`config.mk`:
```
export PLATFORM = sky130hd
export DESIGN_NAME = glyph_coverage_blend_ycbcr_top_flat
export DESIGN_NICKNAME = d
export VERILOG_FILES = /design/src/rtl/gcb_pkg.sv /design/src/rtl/gcb_pixel_if.sv /design/src/rtl/gcb_result_if.sv /design/src/rtl/gcb_cfg_if.sv /design/src/rtl/gcb_cfg_regs.sv /design/src/rtl/gcb_pipe_ctrl.sv /design/src/rtl/gcb_addr_path.sv /design/src/rtl/gcb_blend_path.sv /design/src/rtl/glyph_coverage_blend_ycbcr_top.sv /design/src/flat_wrapper.sv
export SDC_FILE = /design/constraint.sdc
export NUM_CORES = 1
export LEC_CHECK = 0
export BUFFER_PORTS_ARGS = -buffer_cell sky130_fd_sc_hd__buf_4
export CAP_MARGIN = 20
export CORE_MARGIN = 2
export CORE_UTILIZATION = 40
export CTS_CLUSTER_SIZE = 40
export DETAILED_ROUTE_END_ITERATION = 16
export SYNTH_ARGS = -nofsm -noshare
export SYNTH_HDL_FRONTEND = slang
export SYNTH_HIERARCHICAL = 1
export SYNTH_SLANG_ARGS = --single-unit
```
`constraint.sdc`:
```
create_clock -name clk -period 11.8 [get_ports clk]
set_input_delay 2.36 -clock clk [delete_from_list [all_inputs] [get_ports clk]]
set_output_delay 2.36 -clock clk [all_outputs]
set_load 0.02 [all_outputs]
```
`src/rtl/gcb_pkg.sv`:
```
package gcb_pkg;

  // fixed field widths
  localparam int COORD_W   = 11;
  localparam int OFFSET_W  = 8;
  localparam int BYTE_W    = 8;
  localparam int WORD_W    = 32;
  localparam int ADDR_W    = 19;
  localparam int HEIGHT_W  = 10;
  localparam int CFG_IDX_W = 3;
  localparam int CFG_DAT_W = 10;

  // pipeline depth, last stage is the output register
  localparam int NUM_STAGES = 3;

  // default geometry
  localparam int DEF_SCREEN_WIDTH  = 640;
  localparam int DEF_WORDS_PER_ROW = 320;

  // configuration reset values
  localparam logic [BYTE_W-1:0]   RST_FONT_LUMA     = 8'd235;
  localparam logic [BYTE_W-1:0]   RST_FONT_BLUE     = 8'd128;
  localparam logic [BYTE_W-1:0]   RST_FONT_RED      = 8'd128;
  localparam logic [HEIGHT_W-1:0] RST_SCREEN_HEIGHT = 10'd480;

  // configuration register indexes
  typedef enum logic [CFG_IDX_W-1:0] {
    REG_FONT_LUMA      = 3'd0,
    REG_FONT_BLUE_DIFF = 3'd1,
    REG_FONT_RED_DIFF  = 3'd2,
    REG_SCREEN_HEIGHT  = 3'd3,
    REG_FRAME_SELECT   = 3'd4
  } cfg_reg_t;

  // live configuration
  typedef struct packed {
    logic [BYTE_W-1:0]   font_luma;
    logic [BYTE_W-1:0]   font_blue_diff;
    logic [BYTE_W-1:0]   font_red_diff;
    logic [HEIGHT_W-1:0] screen_height;
    logic                frame_select;
  } cfg_t;

  // per-stage load strobes from the pipeline control
  typedef struct packed {
    logic [NUM_STAGES-1:0] load;
  } pipe_ctl_t;

endpackage

```
`src/rtl/gcb_pixel_if.sv`:
```
interface gcb_pixel_if;
  logic                                  valid;
  logic                                  ready;
  logic signed [gcb_pkg::COORD_W-1:0]    glyph_x;
  logic signed [gcb_pkg::COORD_W-1:0]    glyph_y;
  logic        [gcb_pkg::OFFSET_W-1:0]   column_offset;
  logic        [gcb_pkg::OFFSET_W-1:0]   row_offset;
  logic        [gcb_pkg::BYTE_W-1:0]     coverage;
  logic        [gcb_pkg::WORD_W-1:0]     old_word;

  modport source (output valid, glyph_x, glyph_y, column_offset, row_offset, coverage,
                  old_word, input ready);
  modport sink   (input valid, glyph_x, glyph_y, column_offset, row_offset, coverage,
                  old_word, output ready);
endinterface

```
`src/rtl/gcb_result_if.sv`:
```
interface gcb_result_if;
  logic                          valid;
  logic                          ready;
  logic                          write_enable;
  logic                          buffer_select;
  logic [gcb_pkg::ADDR_W-1:0]    word_address;
  logic [gcb_pkg::WORD_W-1:0]    new_word;

  modport source (output valid, write_enable, buffer_select, word_address, new_word,
                  input ready);
  modport sink   (input valid, write_enable, buffer_select, word_address, new_word,
                  output ready);
endinterface

```
`src/rtl/gcb_cfg_if.sv`:
```
interface gcb_cfg_if;
  logic                             valid;
  logic                             ready;
  logic [gcb_pkg::CFG_IDX_W-1:0]    index;
  logic [gcb_pkg::CFG_DAT_W-1:0]    data;

  modport source (output valid, index, data, input ready);
  modport sink   (input valid, index, data, output ready);
endinterface

```
`src/rtl/gcb_cfg_regs.sv`:
```
module gcb_cfg_regs (
  input  logic          clk,
  input  logic          rst,
  gcb_cfg_if.sink       cfg,
  output gcb_pkg::cfg_t regs
);
  import gcb_pkg::*;

  cfg_t regs_next;

  // writes are always taken
  assign cfg.ready = 1'b1;

  // register decode
  always_comb begin
    regs_next = regs;
    if (cfg.valid) begin
      case (cfg.index)
        REG_FONT_LUMA:      regs_next.font_luma      = cfg.data[BYTE_W-1:0];
        REG_FONT_BLUE_DIFF: regs_next.font_blue_diff = cfg.data[BYTE_W-1:0];
        REG_FONT_RED_DIFF:  regs_next.font_red_diff  = cfg.data[BYTE_W-1:0];
        REG_SCREEN_HEIGHT:  regs_next.screen_height  = cfg.data[HEIGHT_W-1:0];
        REG_FRAME_SELECT:   regs_next.frame_select   = cfg.data[0];
        default:            regs_next = regs;
      endcase
    end
  end

  always_ff @(posedge clk) begin
    if (rst) begin
      regs.font_luma      <= RST_FONT_LUMA;
      regs.font_blue_diff <= RST_FONT_BLUE;
      regs.font_red_diff  <= RST_FONT_RED;
      regs.screen_height  <= RST_SCREEN_HEIGHT;
      regs.frame_select   <= 1'b0;
    end else begin
      regs <= regs_next;
    end
  end
endmodule

```
`src/rtl/gcb_pipe_ctrl.sv`:
```
module gcb_pipe_ctrl (
  input  logic               clk,
  input  logic               rst,
  input  logic               in_valid,
  output logic               in_ready,
  output logic               out_valid,
  input  logic               out_ready,
  output gcb_pkg::pipe_ctl_t ctl
);
  import gcb_pkg::*;

  logic [NUM_STAGES-1:0] stage_valid;
  logic [NUM_STAGES-1:0] stage_ready;

  // a stage takes a new word when empty or when its content moves on
  always_comb begin
    stage_ready[NUM_STAGES-1] = !stage_valid[NUM_STAGES-1] || out_ready;
    for (int i = NUM_STAGES - 2; i >= 0; i--) begin
      stage_ready[i] = !stage_valid[i] || stage_ready[i+1];
    end
  end

  assign ctl.load  = stage_ready;
  assign in_ready  = stage_ready[0];
  assign out_valid = stage_valid[NUM_STAGES-1];

  // valid bits travel with the data
  always_ff @(posedge clk) begin
    if (rst) begin
      stage_valid <= '0;
    end else begin
      if (stage_ready[0]) begin
        stage_valid[0] <= in_valid;
      end
      for (int i = 1; i < NUM_STAGES; i++) begin
        if (stage_ready[i]) begin
          stage_valid[i] <= stage_valid[i-1];
        end
      end
    end
  end
endmodule

```
`src/rtl/gcb_addr_path.sv`:
```
module gcb_addr_path #(
  parameter int SCREEN_WIDTH  = gcb_pkg::DEF_SCREEN_WIDTH,
  parameter int WORDS_PER_ROW = gcb_pkg::DEF_WORDS_PER_ROW
) (
  input  logic                                 clk,
  input  gcb_pkg::pipe_ctl_t                   ctl,
  input  logic [gcb_pkg::HEIGHT_W-1:0]         screen_height,
  input  logic signed [gcb_pkg::COORD_W-1:0]   glyph_x,
  input  logic signed [gcb_pkg::COORD_W-1:0]   glyph_y,
  input  logic [gcb_pkg::OFFSET_W-1:0]         column_offset,
  input  logic [gcb_pkg::OFFSET_W-1:0]         row_offset,
  output logic                                 visible_s2,
  output logic [gcb_pkg::ADDR_W-1:0]           word_address
);
  import gcb_pkg::*;

  localparam int POS_W  = COORD_W + 1;
  localparam int WPR_W  = $clog2(WORDS_PER_ROW + 1);
  localparam int PROD_W = HEIGHT_W + WPR_W;
  localparam int HALF_W = COORD_W - 1;
  localparam int SUM_W  = (PROD_W + 1 > ADDR_W) ? PROD_W + 1 : ADDR_W;
  localparam int CMP_W  = 14;

  logic signed [POS_W-1:0] col_s1;
  logic signed [POS_W-1:0] row_s1;
  logic                    visible;
  logic [PROD_W-1:0]       prod_s2;
  logic [HALF_W-1:0]       half_s2;
  logic [SUM_W-1:0]        addr_sum;

  // stage 1: screen position
  always_ff @(posedge clk) begin
    if (ctl.load[0]) begin
      col_s1 <= POS_W'(glyph_x) + $signed({4'b0, column_offset});
      row_s1 <= POS_W'(glyph_y) + $signed({4'b0, row_offset});
    end
  end

  // clipping against the screen edges
  assign visible = !col_s1[POS_W-1] && !row_s1[POS_W-1] &&
                   (CMP_W'(col_s1[POS_W-2:0]) < CMP_W'(SCREEN_WIDTH)) &&
                   (CMP_W'(row_s1[POS_W-2:0]) < CMP_W'(screen_height));

  // stage 2: row times words per row
  always_ff @(posedge clk) begin
    if (ctl.load[1]) begin
      visible_s2 <= visible;
      prod_s2    <= PROD_W'(row_s1[HEIGHT_W-1:0]) * PROD_W'(WORDS_PER_ROW);
      half_s2    <= col_s1[COORD_W-1:1];
    end
  end

  assign addr_sum = SUM_W'(prod_s2) + SUM_W'(half_s2);

  // stage 3: word address, zero when clipped
  always_ff @(posedge clk) begin
    if (ctl.load[2]) begin
      word_address <= visible_s2 ? addr_sum[ADDR_W-1:0] : '0;
    end
  end
endmodule

```
`src/rtl/gcb_blend_path.sv`:
```
module gcb_blend_path (
  input  logic                               clk,
  input  gcb_pkg::pipe_ctl_t                 ctl,
  input  gcb_pkg::cfg_t                      regs,
  input  logic                               odd_column,
  input  logic [gcb_pkg::BYTE_W-1:0]         coverage,
  input  logic [gcb_pkg::WORD_W-1:0]         old_word,
  input  logic                               visible_s2,
  output logic                               write_enable,
  output logic                               buffer_select,
  output logic [gcb_pkg::WORD_W-1:0]         new_word
);
  import gcb_pkg::*;

  localparam int MIX_W = 2 * BYTE_W;
  localparam logic [BYTE_W-1:0] FULL_COV = 8'd255;
  localparam logic [MIX_W-1:0]  ROUND    = 16'd127;

  // floor(x / 255) for x up to 65279
  function automatic logic [BYTE_W-1:0] div255(input logic [MIX_W-1:0] x);
    logic [MIX_W:0] t;
    t = {1'b0, x} + (MIX_W+1)'(x[MIX_W-1:BYTE_W]) + 17'd1;
    return t[MIX_W-1:BYTE_W];
  endfunction

  function automatic logic [MIX_W-1:0] mix(input logic [BYTE_W-1:0] back,
                                           input logic [BYTE_W-1:0] fore,
                                           input logic [BYTE_W-1:0] cov);
    logic [MIX_W-1:0] a;
    logic [MIX_W-1:0] b;
    a = back * (FULL_COV - cov);
    b = fore * cov;
    return a + b + ROUND;
  endfunction

  logic               odd_s1;
  logic [BYTE_W-1:0]  cov_s1;
  logic [WORD_W-1:0]  old_s1;
  logic [BYTE_W-1:0]  luma_back;

  logic               odd_s2;
  logic               cov_on_s2;
  logic [WORD_W-1:0]  old_s2;
  logic [MIX_W-1:0]   y_mix_s2;
  logic [MIX_W-1:0]   cb_mix_s2;
  logic [MIX_W-1:0]   cr_mix_s2;

  logic [WORD_W-1:0]  blended;
  logic [BYTE_W-1:0]  y_new;

  // stage 1: capture the word
  always_ff @(posedge clk) begin
    if (ctl.load[0]) begin
      odd_s1 <= odd_column;
      cov_s1 <= coverage;
      old_s1 <= old_word;
    end
  end

  assign luma_back = odd_s1 ? old_s1[15:8] : old_s1[31:24];

  // stage 2: weighted sums with rounding
  always_ff @(posedge clk) begin
    if (ctl.load[1]) begin
      odd_s2    <= odd_s1;
      cov_on_s2 <= (cov_s1 != '0);
      old_s2    <= old_s1;
      y_mix_s2  <= mix(luma_back, regs.font_luma, cov_s1);
      cb_mix_s2 <= mix(old_s1[23:16], regs.font_blue_diff, cov_s1);
      cr_mix_s2 <= mix(old_s1[7:0], regs.font_red_diff, cov_s1);
    end
  end

  // divide and merge back into the packed word
  always_comb begin
    y_new   = div255(y_mix_s2);
    blended = old_s2;
    if (odd_s2) begin
      blended[15:8] = y_new;
    end else begin
      blended[31:24] = y_new;
    end
    blended[23:16] = div255(cb_mix_s2);
    blended[7:0]   = div255(cr_mix_s2);
  end

  // stage 3: output register
  always_ff @(posedge clk) begin
    if (ctl.load[2]) begin
      write_enable  <= visible_s2 && cov_on_s2;
      buffer_select <= regs.frame_select;
      new_word      <= (visible_s2 && cov_on_s2) ? blended : old_s2;
    end
  end
endmodule

```
`src/rtl/glyph_coverage_blend_ycbcr_top.sv`:
```
// an accepted pixel word passes through stage 1, stage 2 and the output register to its result word
// throughput: one pixel per cycle, three register stages, each moves on when the next has room
// a full output stage holds while the sink stalls; earlier stages keep filling
// reset (rst, synchronous, active high) empties the pipeline and loads the
// default font colour, screen height and frame select
module glyph_coverage_blend_ycbcr_top #(
  parameter int SCREEN_WIDTH  = gcb_pkg::DEF_SCREEN_WIDTH,
  parameter int WORDS_PER_ROW = gcb_pkg::DEF_WORDS_PER_ROW
) (
  input  logic          clk,
  input  logic          rst,
  gcb_pixel_if.sink     pix,
  gcb_result_if.source  res,
  gcb_cfg_if.sink       cfg
);
  import gcb_pkg::*;

  cfg_t      regs;
  pipe_ctl_t ctl;
  logic      visible_s2;

  // configuration registers
  gcb_cfg_regs u_cfg (
    .clk  (clk),
    .rst  (rst),
    .cfg  (cfg),
    .regs (regs)
  );

  // handshake and stage valid bits
  gcb_pipe_ctrl u_ctrl (
    .clk       (clk),
    .rst       (rst),
    .in_valid  (pix.valid),
    .in_ready  (pix.ready),
    .out_valid (res.valid),
    .out_ready (res.ready),
    .ctl       (ctl)
  );

  // clipping and word address
  gcb_addr_path #(
    .SCREEN_WIDTH  (SCREEN_WIDTH),
    .WORDS_PER_ROW (WORDS_PER_ROW)
  ) u_addr (
    .clk           (clk),
    .ctl           (ctl),
    .screen_height (regs.screen_height),
    .glyph_x       (pix.glyph_x),
    .glyph_y       (pix.glyph_y),
    .column_offset (pix.column_offset),
    .row_offset    (pix.row_offset),
    .visible_s2    (visible_s2),
    .word_address  (res.word_address)
  );

  // coverage blend of luma and shared chroma
  gcb_blend_path u_blend (
    .clk           (clk),
    .ctl           (ctl),
    .regs          (regs),
    .odd_column    (pix.glyph_x[0] ^ pix.column_offset[0]),
    .coverage      (pix.coverage),
    .old_word      (pix.old_word),
    .visible_s2    (visible_s2),
    .write_enable  (res.write_enable),
    .buffer_select (res.buffer_select),
    .new_word      (res.new_word)
  );
endmodule

```
`src/flat_wrapper.sv`:
```
// flat-port wrapper written by rule: the top's interface ports become plain ports
module glyph_coverage_blend_ycbcr_top_flat import gcb_pkg::*;
#(
  parameter int SCREEN_WIDTH  = gcb_pkg::DEF_SCREEN_WIDTH,
  parameter int WORDS_PER_ROW = gcb_pkg::DEF_WORDS_PER_ROW
)
  (clk, rst, pix_valid, pix_glyph_x, pix_glyph_y, pix_column_offset, pix_row_offset, pix_coverage, pix_old_word, pix_ready, res_valid, res_write_enable, res_buffer_select, res_word_address, res_new_word, res_ready, cfg_valid, cfg_index, cfg_data, cfg_ready);
  gcb_pixel_if pix_i ();
  gcb_result_if res_i ();
  gcb_cfg_if cfg_i ();
  input  logic clk;
  input  logic rst;
  input wire logic [$bits(pix_i.valid)-1:0] pix_valid;
  input wire logic [$bits(pix_i.glyph_x)-1:0] pix_glyph_x;
  input wire logic [$bits(pix_i.glyph_y)-1:0] pix_glyph_y;
  input wire logic [$bits(pix_i.column_offset)-1:0] pix_column_offset;
  input wire logic [$bits(pix_i.row_offset)-1:0] pix_row_offset;
  input wire logic [$bits(pix_i.coverage)-1:0] pix_coverage;
  input wire logic [$bits(pix_i.old_word)-1:0] pix_old_word;
  output wire logic [$bits(pix_i.ready)-1:0] pix_ready;
  output wire logic [$bits(res_i.valid)-1:0] res_valid;
  output wire logic [$bits(res_i.write_enable)-1:0] res_write_enable;
  output wire logic [$bits(res_i.buffer_select)-1:0] res_buffer_select;
  output wire logic [$bits(res_i.word_address)-1:0] res_word_address;
  output wire logic [$bits(res_i.new_word)-1:0] res_new_word;
  input wire logic [$bits(res_i.ready)-1:0] res_ready;
  input wire logic [$bits(cfg_i.valid)-1:0] cfg_valid;
  input wire logic [$bits(cfg_i.index)-1:0] cfg_index;
  input wire logic [$bits(cfg_i.data)-1:0] cfg_data;
  output wire logic [$bits(cfg_i.ready)-1:0] cfg_ready;
  assign pix_i.valid = pix_valid;
  assign pix_i.glyph_x = pix_glyph_x;
  assign pix_i.glyph_y = pix_glyph_y;
  assign pix_i.column_offset = pix_column_offset;
  assign pix_i.row_offset = pix_row_offset;
  assign pix_i.coverage = pix_coverage;
  assign pix_i.old_word = pix_old_word;
  assign pix_ready = pix_i.ready;
  assign res_valid = res_i.valid;
  assign res_write_enable = res_i.write_enable;
  assign res_buffer_select = res_i.buffer_select;
  assign res_word_address = res_i.word_address;
  assign res_new_word = res_i.new_word;
  assign res_i.ready = res_ready;
  assign cfg_i.valid = cfg_valid;
  assign cfg_i.index = cfg_index;
  assign cfg_i.data = cfg_data;
  assign cfg_ready = cfg_i.ready;
  glyph_coverage_blend_ycbcr_top #(.SCREEN_WIDTH(SCREEN_WIDTH), .WORDS_PER_ROW(WORDS_PER_ROW)) u_core (.clk(clk), .rst(rst), .pix(pix_i), .res(res_i), .cfg(cfg_i));
endmodule
```
==> impl_metrics.yaml, run 1 <==
drt:
  post_drt_via_cell_ratio: 4.98
  routed_wl_mm: 53.5
  num_vias: 16154
  detailedRoute.firstPassIterationCount: 5
  ant_nets: 0
  drtIter0Drc: 764
  wl_per_cell_um: 16.5
  wl_met3_mm: 2.18
  detailed_routing_wirelength_on_met1_mm: 23.4
  wl_met2_mm: 27.0
  routed.top_layer: "met4"
  drt_drc_violations_left: 0
logic_synthesis:
  synth_sequential_area_ratio: 0.301
  synthesis.area_per_instance_um2: 10.8
  synth.lib_cells_used.distinct: 72
  synth_fp_nets: 2946
  synth_edf_count: 223
  synth-seq-cells: 261
  synth-main-ff-cell: "edfxtp_1"
  synth_simple_gate_area_frac: 0.144
  synth_compound_gate_area_share: 0.0598
  synthXorXnorAreaFrac: 0.0322
  yosysWarningCount: 6
  dominant_combinational_cell_family_by_area_after_synthesis: "adder cells"
  synth-async-reset-ratio: 0
  netlist_instances: 2300
  synth.mux.area_fraction: 0.0182
  synth-adder-area-share: 0.373
  post_synth_instance_area_um2: 24800
clock_network:
  cts_buffers: 28
  clock_latency_of_the_later_clocked_register_in_the_worst_skew_pair_ns: 0.58
  cts_max_path_buffers: 3
  clkSinkCount: 261
  post_cts_hold_buffer_count: 0
  cts_tree: "done"
  postCtsSetupBuffers: 0
  clk_pin_slew_ns: 0.06
  ctsResizeCount: 0
  htree_levels: 1
  clock_root_buffer: "clkbuf_16"
sta:
  slew_headroom: 0.308
  final.hold.worst_slack_ns: 0.418
  setup-violations-final: 0
  setup_repair_after_global_routing_missed_its_margin: "false"
  fin_max_slew_vios: 0
  fin_crit_ns: 6.46
  hold_viol: 0
  fmaxAchievable_mhz: 155
  worst_slew_pin_slew_ns: 1.04
  worst_clock_skew_ns: 0.0154
  total_negative_slack_for_setup_checks_ns: 0
  final_min_period_over_clock_period: 0.548
die:
  die_area_um2: 63900
  die_h_um: 253
  die_width_um: 253
  floorplan.initialDensity: 0.403
  coreArea_um2: 61500
  io_pins: 152
  row_count: 91
setup_path:
  worst_ep_arrival_time_ns: 6.79
  regToRegSetupSlack_ns: 5.34
  timing.setup.critical_path_class: "register to register"
  worstPathCellList: "mux2i_1 > or2_2 > fa_1 > fa_1 > inv_1 > fa_1 > inv_1 > fa_1 > fa_1 > fa_1 > inv_1 > ha_1 > a21oi_1 > o21ai_0 > a211oi_1 > o21ai_0 > xnor2_1"
  cpPeakStageDelay_ns: 0.71
  worst-endpoint-required_ns: 12.12
  critPathTopFamily: "adder cells"
  worst-path-max-fanout: 9
  cp_common_cell: "fa_1"
  worstPathBufferInverterCount: 3
  crit_end_category: "register"
  worst_setup_path_start_kind: "register"
  critPathSlowestCell: "edfxtp_1"
global_routing:
  track_usage: 0.173
  via_count_of_the_first_global_routing_pass: 17505
  globalRouteOverflowTotal: 0
  grt_max_degree: 66
  grt_first_pass_wirelength_mm: 88.8
  antenna_found_initial: 0
pwr:
  power.density_cell_area_nw_per_um2: 229
  vdd.ir_drop.worst_uv: 296
  power.static_leakage_nw: 13.0
placed_design:
  finalWeightedCongestion: 0.832
  placement.io_buffers: 150
  dp_hpwl_mm: 41.0
min_path:
  holdCritPathClass: "register to register"
outcome:
  run_status: "finished clean"
layout:
  num_antenna_cells: 0
  area_growth_pct: 12.0
  layout-drive-gt1-share: 0.108
  design.final.nets: 3079
job:
  timing.max_cap.violations: 0
[path summary, 6_finish.rpt]
check	start	to	cells past startpoint
hold / removal	u_core/u_addr/col_s1[5]	u_core/u_addr/half_s2[4]	0
hold reg to reg	u_core/u_addr/col_s1[5]	u_core/u_addr/half_s2[4]	0
setup / recovery	u_core/u_blend/odd_s1	u_core/u_blend/y_mix_s2[15]	17
setup reg to reg	u_core/u_blend/odd_s1	u_core/u_blend/y_mix_s2[15]	17
[flip-flops by register name, summed over array words and instances (netlist names), 10 cells and up]
signal	flops
u_core/u_blend/new_word	32
u_core/u_addr/word_address	19
u_core/u_addr/prod_s2	13
u_core/u_blend/old_s1	32
u_core/u_addr/half_s2	10
u_core/u_blend/cb_mix_s2	16
u_core/u_addr/col_s1	11
u_core/u_blend/cr_mix_s2	16
u_core/u_blend/old_s2	32
u_core/u_blend/y_mix_s2	16
u_core/u_cfg/regs	35
u_core/u_addr/row_s1	12
[synthesized netlist by cell type (7+ instances only)]
library cell,count,area share
nor3_1,14,0.0028
fa_1,312,0.25
nand2b_1,110,0.028
nor4_1,9,0.0023
or2_2,44,0.011
a211oi_1,14,0.0042
edfxtp_1,223,0.27
mux2i_1,45,0.018
xnor2_1,67,0.024
and2_1,121,0.031
dfxtp_1,38,0.031
a21o_1,21,0.0064
a21oi_1,46,0.0093
ha_1,238,0.12
nor2b_1,65,0.016
xor2_1,24,0.0085
o31ai_1,8,0.0024
clkbuf_1,51,0.0077
o21bai_1,10,0.0030
inv_1,409,0.062
a31oi_1,10,0.0025
or3_1,9,0.0023
and3_1,7,0.0018
nor2_1,85,0.013
o21ai_0,59,0.012
nand3_1,19,0.0038
o21a_1,10,0.0030
nand2_1,151,0.023
nand4_1,7,0.0018
[worst register-to-register path: stages, from the launching register on]
cell      delay (ns)
edfxtp_1        0.71
mux2i_1         0.62
or2_2           0.24
fa_1            0.45
fa_1            0.55
inv_1           0.05
fa_1            0.49
inv_1           0.05
fa_1            0.44
fa_1            0.48
fa_1            0.49
inv_1           0.04
ha_1            0.33
a21oi_1         0.22
o21ai_0         0.13
a211oi_1        0.52
o21ai_0         0.22
xnor2_1         0.17
[layer usage]
| layer | up-vias | global-route usage |
|---|---|---|
| met3 | 69 | 0.0219 |
| met5 | - | 0 |
| met1 | 8092 | 0.227 |
| met2 | 295 | 0.305 |
| met4 | 0 | 0.0396 |
| li1 | 7698 | - |
[per-stage QoR]
stage          utilization  cell area, µm²  setup slack (ns)  instances  power (mW)
2_1_floorplan            -           24800              5.80       2300        4.54
3_3_place_gp         0.435           26700              5.50       3193        5.32
3_5_place_dp         0.435           26700              5.43       3193        5.39
4_1_cts              0.451           27700              5.40       3244        6.39
5_1_grt              0.451           27700              4.96       3244        7.00
6_report             0.451           27700              5.34       3244        6.34
[placed cells by master, fill, tap and decap left out, types with 4 or more instances in the layout]
master	netlist	routed
nand4_1	7	7
ha_1	238	238
a211oi_1	14	14
o21a_1	10	10
buf_4	2	163
bufinv_16	0	6
clkbuf_16	0	28
nand2b_1	110	109
a211o_1	4	4
nor3_1	14	14
or2_2	44	44
clkinv_1	0	7
a21boi_0	4	4
a41oi_1	4	4
and2_1	121	121
a21oi_1	46	46
o21ai_0	59	59
nand3_1	19	19
and3_1	7	7
nor2b_1	65	65
a31oi_1	10	10
mux2i_1	45	45
xnor2_1	67	67
inv_1	409	409
nand2_1	151	151
nor4_1	9	9
o211ai_1	5	5
o21bai_1	10	10
edfxtp_1	223	223
or3_1	9	9
dfxtp_1	38	38
a21o_1	21	21
fa_1	312	312
nor2_1	85	85
xor2_1	24	24
o31ai_1	8	8
[cells by family after synthesis]
kind of cell / Yosys count
xor+xnor: 91
other cells: 1
buf+inv: 469
simple gates: 660
mux: 45
compound gates: 223
fa+ha+maj: 550
flops: 261
[report_power, final]
part	internal, mW	switching, mW
logic	1.72	2.16
clock network	0.569	0.383
registers	1.37	0.137
[layout make-up]
type	instances	area, µm²
clock buffers	30	708
multi-input cells	1570	15500
repair buffers	163	1220
well taps	790	988
inverters	409	1540
flip-flops and latches	261	7460
clock inverters	21	289
fillers	5737	33800
Power figures use the tool's default switching activity.
==> run 2: changes to the inputs <==
Settings changed: ABC_AREA set to 1.
Clock period 11.8 ns to 6.3 ns, I/O delays scaled along.
==> impl_metrics.yaml, run 2 <==
sta:
  finalWorstSetupSlack_ns: 0.457
  worst_slew_pin_slew_ns: 0.973
  total_negative_slack_for_setup_checks_ns: 0
  final_min_period_over_clock_period: 0.927
  fmaxAchievable_mhz: 171
  setup_repair_after_global_routing_missed_its_margin: "false"
  worst_clock_skew_ns: 0.0198
  fin_max_slew_vios: 0
  slew_headroom: 0.348
  setup-violations-final: 0
  hold_viol: 0
  final.hold.worst_slack_ns: 0.412
  fin_crit_ns: 5.84
layout:
  layout-drive-gt1-share: 0.0799
  registers.top_by_ff_count: "u_core/u_cfg/regs"
  most_common_library_cell_in_the_layout_ignoring_fill_and_taps: "nand2_1"
  design.final.nets: 3889
  finish.instance_area_um2: 29500
  layout.core_utilization: 0.450
  largest_reg_flops: 35
  area_growth_pct: 12.0
  final_cell_mix: "nand2_1 (807), inv_1 (742), fa_1 (312)"
  finished_layout_cells: 4132
drt:
  wl_per_cell_um: 15.2
  ant_nets: 0
  detailedRoute.firstPassIterationCount: 5
  num_vias: 19390
  drt_drc_violations_left: 0
  routed_wl_mm: 62.8
  post_drt_via_cell_ratio: 4.69
  drtIter0Drc: 1078
logic_synthesis:
  most_common_cell_in_the_netlist: "nand2_1"
  top_cells_by_instance_count_after_synthesis: "nand2_1 (808), inv_1 (742), fa_1 (312)"
  synth.lib_cells_used.distinct: 48
  synth-main-ff-cell: "edfxtp_1"
  synth-async-reset-ratio: 0
  synth_edf_count: 223
  synth_compound_gate_area_share: 0.0275
  yosysWarningCount: 6
  synth_simple_gate_area_frac: 0.201
  synth_top_cells_by_area: "edfxtp_1 (25%), fa_1 (24%), nand2_1 (12%), ha_1 (11%), inv_1 (11%)"
  synth-seq-cells: 261
  netlist_instances: 3111
  synthesis.area_per_instance_um2: 8.47
  synth_largest_type_area_fraction: 0.254
  post_synth_instance_area_um2: 26300
  dominant_combinational_cell_family_by_area_after_synthesis: "adder cells"
  synth-adder-area-share: 0.350
  synth.mux.area_fraction: 0
  synth_fp_nets: 3757
  synth_sequential_area_ratio: 0.283
  synthXorXnorAreaFrac: 0.0183
  post_synth_top_area_cell: "edfxtp_1"
setup_path:
  worst-path-max-fanout: 17
  timing.setup.critical_path_class: "register to register"
  worst_setup_path_endpoint: "u_core/u_blend/y_mix_s2[15]"
  rr_endpoint: "u_core/u_blend/y_mix_s2[15]"
  regToRegSetupSlack_ns: 0.46
  reg2reg_launch_point: "u_core/u_blend/odd_s1"
  worst-endpoint-required_ns: 6.67
  critical_path.startpoint: "u_core/u_blend/odd_s1"
  worst_ep_arrival_time_ns: 6.21
  crit_end_category: "register"
  worst_setup_path_start_kind: "register"
  r2r.worst_path.cells: 21
outcome:
  run_status: "finished clean"
clock_network:
  post_cts_hold_buffer_count: 0
  cts_buffers: 31
  clock_root_buffer: "clkbuf_16"
  ctsResizeCount: 0
  clk_pin_slew_ns: 0.06
  cts_max_path_buffers: 3
  postCtsSetupBuffers: 0
  cts_tree: "done"
  clock_latency_of_the_later_clocked_register_in_the_worst_skew_pair_ns: 0.61
  htree_levels: 1
  clkSinkCount: 261
pwr:
  power.static_leakage_nw: 15.8
  vdd.ir_drop.worst_uv: 457
  design_power_total_mw: 13.7
  power.density_cell_area_nw_per_um2: 463
die:
  die_area_um2: 67900
  die_width_um: 261
  die_h_um: 261
  floorplan.initialDensity: 0.402
  coreArea_um2: 65500
  row_count: 94
  io_pins: 152
global_routing:
  via_count_of_the_first_global_routing_pass: 19834
  grt_first_pass_wirelength_mm: 103
  antenna_found_initial: 5
  track_usage: 0.191
  grt_max_degree: 59
  globalRouteOverflowTotal: 0
placed_design:
  placement.io_buffers: 150
  placedCellCount: 4074
  finalWeightedCongestion: 0.878
  dp_hpwl_mm: 49.4
  detailed_place.area_um2: 28400
  place_ws_ns: 0.513
min_path:
  holdCritPathClass: "register to register"
job:
  timing.max_cap.violations: 0
-- run 2: cell count changes after synthesis, sizes merged, moves of 22 or more --
cell,before,now
a21oi,50,83
o21ai,60,38
nor2b,65,0
nand3,19,168
or2,45,8
mux2i,45,0
and2,121,7
nand2b,110,0
nand2,151,817
nor2,85,239
inv,409,746
xnor2,67,19
-- run 2: cell families after synthesis --
| logic type | count (synthesis) |
|---|---|
| compound gates | 134 |
| xor+xnor | 55 |
| fa+ha+maj | 550 |
| buf+inv | 825 |
| flops | 261 |
| other cells | 1 |
| simple gates | 1285 |
-- run 2: worst min path at each step --
| stage | startpoint | end | cells past startpoint |
|---|---|---|---|
| floorplan | u_core/u_addr/col_s1[1] | u_core/u_addr/half_s2[0] | 0 |
| detailed placement | u_core/u_addr/col_s1[1] | u_core/u_addr/half_s2[0] | 0 |
| global route | u_core/u_addr/col_s1[2] | u_core/u_addr/half_s2[1] | 0 |
| finish | u_core/u_addr/col_s1[1] | u_core/u_addr/half_s2[0] | 0 |
| CTS | u_core/u_addr/col_s1[1] | u_core/u_addr/half_s2[0] | 0 |
| global placement | u_core/u_addr/col_s1[2] | u_core/u_addr/half_s2[1] | 0 |
-- run 2: area by class of cell --
| cell class | instances | area (µm²) |
|---|---|---|
| inverters | 750 | 2820 |
| diodes | 1 | 2.50 |
| fillers | 6519 | 36000 |
| flip-flops and latches | 261 | 7460 |
| repair buffers | 174 | 1320 |
| clock inverters | 21 | 270 |
| multi-input cells | 2025 | 15800 |
| clock buffers | 36 | 795 |
| well taps | 864 | 1080 |
-- run 2: report_power, final --
part / internal, mW / switching, mW
clock: 1.12 / 0.776
combinational: 3.51 / 5.40
sequential: 2.62 / 0.242
-- run 2: routing by layer --
layer,GRT usage,vias to the layer above,part of all wire
li1,-,9684,-
met1,0.263,9214,0.46
met2,0.316,428,0.46
met3,0.0321,58,0.062
met4,0.0402,6,0.017
met5,0,-,0.00073
-- run 2: worst max-delay path, cell delays in order, from the launching register on --
cell,delay [ns]
edfxtp_1,0.57
o21ai_0,0.46
inv_1,0.24
nand2_1,0.13
fa_1,0.47
fa_1,0.54
inv_1,0.05
fa_1,0.49
inv_1,0.05
fa_1,0.44
fa_1,0.50
fa_1,0.49
inv_1,0.04
ha_1,0.33
a21oi_1,0.21
nor2_1,0.06
nor2_1,0.14
nor2_1,0.07
nor2_1,0.13
nand2_1,0.07
nand3_1,0.07
nand2_1,0.05
